<file path="config.mk">
export PLATFORM = sky130hd
export DESIGN_NAME = timer_deadline_queue
export DESIGN_NICKNAME = d
export VERILOG_FILES = /design/src/rtl/tdq_pkg.sv /design/src/rtl/timer_deadline_queue.sv
export SDC_FILE = /design/constraint.sdc
export NUM_CORES = 2
export LEC_CHECK = 0
export ABC_AREA = 0
export BUFFER_PORTS_ARGS = -buffer_cell sky130_fd_sc_hd__buf_2
export CAP_MARGIN = 10
export CORE_UTILIZATION = 40
export DETAILED_ROUTE_END_ITERATION = 10
export PLACE_DENSITY = 0.64
export SETUP_SLACK_MARGIN = 0.02
export SLEW_MARGIN = 20
export SYNTH_ARGS = -nofsm -noshare
export SYNTH_HDL_FRONTEND = slang
export SYNTH_SLANG_ARGS = --single-unit
</file>
<file path="constraint.sdc">
create_clock -name clk -period 8.7 [get_ports clk]
set_input_delay 2.175 -clock clk [delete_from_list [all_inputs] [get_ports clk]]
set_output_delay 2.175 -clock clk [all_outputs]
set_load 0.05 [all_outputs]
</file>
<file path="src/rtl/tdq_pkg.sv">
// ----------------------------------------------------------------------------
// tdq_pkg
// shared types and constants of the timer deadline queue
// ----------------------------------------------------------------------------
package tdq_pkg;

  localparam int NUM_TIMERS = 16;
  localparam int SLOT_W     = (NUM_TIMERS > 1) ? $clog2(NUM_TIMERS) : 1;
  localparam int CNT_W      = $clog2(NUM_TIMERS + 1);
  localparam int TIME_W     = 63;

  typedef enum logic [0:0] {
    FUNC_ADD  = 1'b0,
    FUNC_TICK = 1'b1
  } func_t;

  typedef enum logic [1:0] {
    KIND_ADDED   = 2'd0,
    KIND_FULL    = 2'd1,
    KIND_EXPIRED = 2'd2,
    KIND_NONE    = 2'd3
  } kind_t;

  typedef struct packed {
    logic [0:0]        func;
    logic [TIME_W-1:0] expiry_time;
    logic [TIME_W-1:0] interval_us;
    logic [TIME_W-1:0] now_time;
  } in_item_t;

  typedef struct packed {
    logic [1:0]        kind;
    logic [3:0]        timer_id;
    logic              last;
    logic              earliest_changed;
    logic [TIME_W-1:0] next_deadline;
  } out_item_t;

  typedef enum logic [3:0] {
    ST_IDLE,
    ST_SCAN,      // read every slot once: min, free slot, due set
    ST_SCAN_END,
    ST_ADD_WR,
    ST_PICK,      // per expiry: search due slots for (deadline, slot) minimum
    ST_PICK_END,
    ST_REARM,
    ST_MIN,       // final earliest search after updates
    ST_MIN_END,
    ST_EMIT
  } state_t;

endpackage

</file>
<file path="src/rtl/timer_deadline_queue.sv">
// ----------------------------------------------------------------------------
// timer_deadline_queue
// timer slots with deadlines and repeat intervals, expiry in deadline order
// ----------------------------------------------------------------------------
// Deadlines and intervals sit in a one-port-read synchronous memory that is
// walked one slot per cycle; valid bits are flip-flops. An add scans all
// slots, writes the free slot and searches the earliest; a full add or a tick
// with nothing due only scans. A tick with expired timers runs one pass that
// finds the due set, one pass per expiry that picks the next in (deadline,
// slot) order, and one pass that finds the new earliest. Results of a tick
// come out after all updates, one per cycle, with busy high until the last.
// The receiver cannot stall: each result is valid for exactly one cycle while
// out_valid is high.
module timer_deadline_queue (
  input  logic               clk,
  input  logic               rst_n,
  input  logic               start,
  output logic               busy,
  input  tdq_pkg::in_item_t  in_item,
  output logic               out_valid,
  output tdq_pkg::out_item_t out_item
);
  import tdq_pkg::*;

  // memories: deadline and interval per slot
  logic [TIME_W-1:0] dl_mem [NUM_TIMERS];
  logic [TIME_W-1:0] iv_mem [NUM_TIMERS];
  logic [TIME_W-1:0] dl_rd, iv_rd;
  logic [SLOT_W-1:0] rd_addr;
  logic              wr_dl_en, wr_iv_en;
  logic [SLOT_W-1:0] wr_addr;
  logic [TIME_W-1:0] wr_dl, wr_iv;

  always_ff @(posedge clk) begin
    if (wr_dl_en) dl_mem[wr_addr] <= wr_dl;
    if (wr_iv_en) iv_mem[wr_addr] <= wr_iv;
    dl_rd <= dl_mem[rd_addr];
    iv_rd <= iv_mem[rd_addr];
  end

  state_t state_r, state_nxt;
  logic [NUM_TIMERS-1:0] valid_r, valid_nxt;
  logic [NUM_TIMERS-1:0] due_r, due_nxt;
  logic [NUM_TIMERS-1:0] done_r, done_nxt;   // picked this tick
  in_item_t              item_r;
  logic [CNT_W-1:0]      cnt_r, cnt_nxt;     // read address counter
  logic [SLOT_W-1:0]     rslot_r;            // slot whose data is on dl_rd
  logic                  rvld_r;
  logic                  any_r, any_nxt;
  logic [TIME_W-1:0]     best_r, best_nxt;
  logic [SLOT_W-1:0]     bslot_r, bslot_nxt;
  logic                  free_f_r, free_f_nxt;
  logic [SLOT_W-1:0]     free_r, free_nxt;
  logic                  chg_r, chg_nxt;
  logic [SLOT_W-1:0]     order_r [NUM_TIMERS];
  logic [CNT_W-1:0]      n_r, n_nxt;
  logic [CNT_W-1:0]      e_r, e_nxt;
  logic [1:0]            kind_r, kind_nxt;
  logic                  ord_we;

  logic [TIME_W:0]       rearm_sum;
  logic                  scan_last;

  assign scan_last = (cnt_r == CNT_W'(NUM_TIMERS));
  // the picked slot is read ahead so its interval is ready for the re-arm
  assign rd_addr   = (state_r == ST_PICK_END) ? bslot_r : cnt_r[SLOT_W-1:0];
  assign rearm_sum = {1'b0, item_r.now_time} + {1'b0, iv_rd};

  // next state
  always_comb begin
    state_nxt = state_r;
    case (state_r)
      ST_IDLE:     if (start) state_nxt = ST_SCAN;
      ST_SCAN:     if (scan_last) state_nxt = ST_SCAN_END;
      ST_SCAN_END: begin
        if (item_r.func == FUNC_ADD) begin
          state_nxt = free_f_r ? ST_ADD_WR : ST_EMIT;
        end else begin
          state_nxt = (due_r == '0) ? ST_EMIT : ST_PICK;
        end
      end
      ST_ADD_WR:   state_nxt = ST_MIN;
      ST_PICK:     if (scan_last) state_nxt = ST_PICK_END;
      ST_PICK_END: state_nxt = ST_REARM;
      ST_REARM:    state_nxt = ((due_r & ~done_nxt) == '0) ? ST_MIN : ST_PICK;
      ST_MIN:      if (scan_last) state_nxt = ST_MIN_END;
      ST_MIN_END:  state_nxt = ST_EMIT;
      ST_EMIT: begin
        if (kind_r != KIND_EXPIRED || e_r + CNT_W'(1) >= n_r) state_nxt = ST_IDLE;
      end
      default:     state_nxt = ST_IDLE;
    endcase
  end

  // datapath and outputs
  always_comb begin
    valid_nxt  = valid_r;
    due_nxt    = due_r;
    done_nxt   = done_r;
    cnt_nxt    = cnt_r;
    any_nxt    = any_r;
    best_nxt   = best_r;
    bslot_nxt  = bslot_r;
    free_f_nxt = free_f_r;
    free_nxt   = free_r;
    chg_nxt    = chg_r;
    n_nxt      = n_r;
    e_nxt      = e_r;
    kind_nxt   = kind_r;
    ord_we     = 1'b0;
    wr_dl_en   = 1'b0;
    wr_iv_en   = 1'b0;
    wr_addr    = bslot_r;
    wr_dl      = item_r.expiry_time;
    wr_iv      = item_r.interval_us;
    busy       = (state_r != ST_IDLE);
    out_valid  = 1'b0;
    out_item   = '0;

    if (state_r != ST_IDLE && state_r != ST_EMIT && !scan_last)
      cnt_nxt = cnt_r + CNT_W'(1);

    case (state_r)
      ST_IDLE: begin
        cnt_nxt    = '0;
        any_nxt    = 1'b0;
        free_f_nxt = 1'b0;
        due_nxt    = '0;
        done_nxt   = '0;
        n_nxt      = '0;
        e_nxt      = '0;
        if (start) cnt_nxt = '0;
      end
      ST_SCAN, ST_SCAN_END: begin
        if (rvld_r) begin
          if (valid_r[rslot_r]) begin
            if (!any_r || dl_rd < best_r) best_nxt = dl_rd;
            any_nxt = 1'b1;
            if (item_r.func == FUNC_TICK && dl_rd <= item_r.now_time)
              due_nxt[rslot_r] = 1'b1;
          end else if (!free_f_r) begin
            free_f_nxt = 1'b1;
            free_nxt   = rslot_r;
          end
        end
        if (state_r == ST_SCAN_END) begin
          cnt_nxt = '0;
          if (item_r.func == FUNC_ADD) begin
            if (free_f_r) begin
              chg_nxt  = !any_r || item_r.expiry_time < best_r;
              kind_nxt = KIND_ADDED;
            end else begin
              chg_nxt  = 1'b0;
              kind_nxt = KIND_FULL;
            end
          end else begin
            chg_nxt  = 1'b0;
            kind_nxt = (due_r == '0) ? KIND_NONE : KIND_EXPIRED;
          end
          // nothing changes on a full add or an idle tick: keep the earliest
          if (item_r.func == FUNC_TICK && due_r != '0) any_nxt = 1'b0;
        end
      end
      ST_ADD_WR: begin
        wr_addr          = free_r;
        wr_dl_en         = 1'b1;
        wr_iv_en         = 1'b1;
        valid_nxt[free_r] = 1'b1;
        cnt_nxt          = '0;
        any_nxt          = 1'b0;
        bslot_nxt        = free_r;
      end
      ST_PICK, ST_PICK_END: begin
        // strict compare keeps the lowest slot among equal deadlines
        if (rvld_r && due_r[rslot_r] && !done_r[rslot_r]) begin
          if (!any_r || dl_rd < best_r) begin
            best_nxt  = dl_rd;
            bslot_nxt = rslot_r;
          end
          any_nxt = 1'b1;
        end
        if (state_r == ST_PICK_END) cnt_nxt = CNT_W'(bslot_nxt);
      end
      ST_REARM: begin
        // the read in the previous cycle addressed bslot, so iv_rd is its interval
        ord_we            = 1'b1;
        done_nxt[bslot_r] = 1'b1;
        n_nxt             = n_r + CNT_W'(1);
        wr_addr           = bslot_r;
        if (iv_rd != '0) begin
          wr_dl_en = 1'b1;
          wr_dl    = rearm_sum[TIME_W] ? {TIME_W{1'b1}} : rearm_sum[TIME_W-1:0];
        end else begin
          valid_nxt[bslot_r] = 1'b0;
        end
        cnt_nxt = '0;
        any_nxt = 1'b0;
      end
      ST_MIN, ST_MIN_END: begin
        if (rvld_r && valid_r[rslot_r]) begin
          if (!any_r || dl_rd < best_r) best_nxt = dl_rd;
          any_nxt = 1'b1;
        end
        if (state_r == ST_MIN_END) cnt_nxt = '0;
      end
      ST_EMIT: begin
        out_valid = 1'b1;
        out_item.kind             = kind_r;
        out_item.earliest_changed = chg_r;
        out_item.next_deadline    = any_r ? best_r : '0;
        case (kind_r)
          KIND_ADDED:   out_item.timer_id = 4'(free_r);
          KIND_EXPIRED: out_item.timer_id = 4'(order_r[e_r[SLOT_W-1:0]]);
          default:      out_item.timer_id = 4'd0;
        endcase
        out_item.last = (kind_r != KIND_EXPIRED) || (e_r + CNT_W'(1) >= n_r);
        e_nxt = e_r + CNT_W'(1);
      end
      default: ;
    endcase
  end

  // full add skips the write, but still reports the earliest held
  always_ff @(posedge clk) begin
    if (!rst_n) begin
      state_r  <= ST_IDLE;
      valid_r  <= '0;
      rvld_r   <= 1'b0;
      cnt_r    <= '0;
      e_r      <= '0;
      n_r      <= '0;
      due_r    <= '0;
      done_r   <= '0;
      any_r    <= 1'b0;
      free_f_r <= 1'b0;
    end else begin
      state_r  <= state_nxt;
      valid_r  <= valid_nxt;
      cnt_r    <= cnt_nxt;
      e_r      <= e_nxt;
      n_r      <= n_nxt;
      due_r    <= due_nxt;
      done_r   <= done_nxt;
      any_r    <= any_nxt;
      free_f_r <= free_f_nxt;
      // read data is good when the address counter stood on a slot
      // and no write to that slot was under way
      rvld_r   <= (state_r == ST_SCAN || state_r == ST_PICK || state_r == ST_MIN ||
                   (state_r == ST_IDLE && start) || state_r == ST_SCAN_END ||
                   state_r == ST_PICK_END) && !scan_last;
    end
  end

  always_ff @(posedge clk) begin
    if (state_r == ST_IDLE && start) item_r <= in_item;
    rslot_r <= rd_addr;
    best_r  <= best_nxt;
    bslot_r <= bslot_nxt;
    free_r  <= free_nxt;
    chg_r   <= chg_nxt;
    kind_r  <= kind_nxt;
    if (ord_we) order_r[n_r[SLOT_W-1:0]] <= bslot_r;
  end

endmodule
</file>
==> flow_metrics.tcl <==
set metrics [dict create \
    clock_skew_ns 0.06661 \
    muxShareOfSynthArea 0.006967 \
    worstHoldEndpoint "best_r[39]" \
    ff2ff_setup_slack_ns 2.90 \
    grt_pass1_vias 66930 \
    place_congestion 0.9512 \
    rows 188 \
    ir_drop_uv 255.0 \
    synth_area_leaders "edfxtp_1, nand2_1, nand3_1, dfxtp_1, ha_1" \
    ff2ff_path_depth 11 \
    start_util 0.4023 \
    critical_path.max_fanout 64 \
    rsz0062_at_grt "no" \
    timing.final.ws_setup_ns 2.399 \
    yosys_warnings 0 \
    worstSetupEndpointType "primary output" \
    first_pass_iters 6 \
    place_area_um2 110800 \
    die_area_um2 266100 \
    synth-simple-area-share 0.1604 \
    place_ws_ns 3.002 \
    r2r_start "state_r[2]" \
    total_power_uw 32350 \
    slew_headroom 0.1017 \
    r2r-end "iv_rd[46]" \
    post-route-cell-area_um2 119500 \
    yosys_register_bits 2548 \
    cts_resized 0 \
    grt.overflow.total 0 \
    cellLeakagePower_uw 0.04256 \
    hold_viol 0 \
    post-cts-setup-buffers 0 \
    syn_nets 8910 \
    max_cap_viol_count 0 \
    ioPinCount 266 \
    cellPowerDensity_nw_per_um2 270.7 \
    worstPathArrival_ns 4.13 \
    fillers 23160 \
    area_growth_pct 13.20 \
    synth_top_area_share 0.6666 \
    cts_tree "yes" \
    viasPerCell 5.734 \
    core_area_um2 262500 \
    ys_seq_area_frac 0.7052 \
    grt_max_degree 198 \
    track_usage 0.2321 \
    ys_types 78 \
    crit_required_ns 6.53 \
    worstSetupPathType "register to primary output" \
    synthArstFlopShare 0 \
    wl_per_cell_um 25.61 \
    clk_latency_ns 0.95 \
    synth_top_family_by_area "simple AND/OR/NAND/NOR gates" \
    nets 9059 \
    run_status "finished clean" \
    synth_xor_area_frac 0.004894 \
    drive_above_1_share 0.1005 \
    final_cell_mix "edfxtp_1, nand2_1, nand3_1" \
    setup_viol_count_final 0 \
    fmax_mhz 158.7 \
    synth-compound-area-share 0.06614 \
    final_common_cell "edfxtp_1" \
    synth_edf_count 2344 \
    detail-route-antenna-nets 0 \
    grt_pass1_wl_mm 454.3 \
    hold_buffers 0 \
    cp-start-kind "register" \
    syn_area_um2 105600 \
    fin_tns_setup_ns 0 \
    clkTransAtPathRegs_ns 0.06 \
    fin_crit_ns 6.301 \
    fp.dieH_um 515.8 \
    io_buffer_count 265 \
    wirelength_mm 315.8 \
    hpwlAfterDp_mm 182.1 \
    maxSlewViolCount 0 \
    dr.first_iter.drc_count 9298 \
    hold_class "register to register" \
    tightest_slew_ns 1.348 \
    synth_ff_type "edfxtp_1" \
    cts_num_sinks 2548 \
    synth_top_cell_by_area "edfxtp_1" \
    finalCritPeriodShare 0.7243 \
    ctsLongestPathBuffers 4 \
    cts_buffers 280 \
    synthAdderAreaFrac 0.03133 \
    vias 70700 \
    whs_path_depth 0 \
    worstHoldStart "dl_rd[39]" \
    clockRootBuffer "clkbuf_16" \
    drc 0 \
    synth_cells 8454 \
    cts_max_level 5 \
    antenna_found_initial 27 \
    die_w_um 515.8 \
    syn_area_per_cell_um2 12.49 \
]
cell usage after synthesis (9+ instances only):
library cell  count
a211oi_1          9
a21o_1           96
a21oi_1         226
a311oi_1        254
a31oi_1         149
and2_1           13
and3_1          201
buf_1            47
buf_2            36
clkbuf_1        431
dfxtp_1         204
edfxtp_1       2344
ha_1            262
inv_1           166
mux2i_1          15
mux4_2           26
nand2_1        2134
nand2b_1         35
nand3_1        1045
nand4_1          57
nor2_1          203
nor2b_1          40
nor3_1           54
nor3b_1           9
nor4_1           29
o211ai_1         13
o21a_1           18
o21ai_0         107
o21bai_1         13
o221a_2          10
o22a_1           10
o31ai_1          22
xnor2_1          23
xor2_1           36
layout make-up:
type,count,area [µm²],share of cell area
sequential,2548,74480,0.6231
multi-input combinational,5219,28920,0.2419
clock buffer,365,7615,0.06371
tap,3515,4398,0.03679
timing repair buffer,385,2500,0.02091
clock inverter,121,947.2,0.007924
inverter,169,654.4,0.005475
antenna,8,20.02,0.0001675
worst max path at each step:
| stage | start | end | slack, ns | cells past startpoint |
|---|---|---|---|---|
| finish | state_r[1] | out_item[34] | 2.40 | 6 |
| global route | state_r[1] | out_item[34] | 2.24 | 6 |
| CTS | state_r[3] | out_item[34] | 2.47 | 5 |
| detailed placement | state_r[2] | iv_rd[46] | 3.00 | 10 |
| global placement | state_r[2] | iv_rd[43] | 3.06 | 10 |
| floorplan | start | item_r[0] | 1.64 | 1 |
logic make-up after synthesis:
| group | Yosys count |
|---|---|
| adders and majority gates | 264 |
| muxes | 41 |
| and+or+nand+nor | 3852 |
| AOI/OAI and AO/OA | 1003 |
| xor gates and xnor gates | 59 |
| buffers and inverters | 687 |
| DFF | 2548 |
state kept, by name (all words and copies together), names as in the netlist, 5 cells and up, named ones only:
| signal | flops |
|---|---|
| best_r | 63 |
| cnt_r | 5 |
| dl_mem | 1008 |
| dl_rd | 63 |
| done_r | 16 |
| due_r | 16 |
| e_r | 5 |
| item_r | 127 |
| iv_mem | 1008 |
| iv_rd | 63 |
| n_r | 5 |
| order_r | 64 |
| valid_r | 16 |
| wr_iv | 63 |
per-layer routing:
layer | global-route usage | vias up | part of all wire
met4 | 0.09749 | 18 | 0.044
met5 | 0 | - | 0.00032
met1 | 0.3178 | 35030 | 0.41
li1 | - | 31460 | -
met2 | 0.3609 | 3548 | 0.45
met3 | 0.04422 | 639 | 0.094
report_power, final:
group	leakage, µW	switching (µW)	internal, µW	total, µW
Sequential	0.0229	865	14400	15300
Clock	0.00418	4720	6540	11300
Combinational	0.0155	4040	1740	5790
through the flow:
step	hold slack (ns)	cells	util
floorplan	0.4064	8454	-
global placement	0.4623	11830	0.4218
detailed placement	0.4611	11830	0.4222
CTS	0.4702	12320	0.4548
global route	0.4874	12320	0.4553
finish	0.4730	12330	0.4553
worst max-delay path: stages (launching register included):
cell	delay, ns
dfxtp_1	0.63
nor2_1	0.38
nand3_1	0.36
inv_2	0.56
buf_4	0.57
and3_1	0.27
buf_2	0.27
Note: power is estimated with default switching activity, not from simulation.
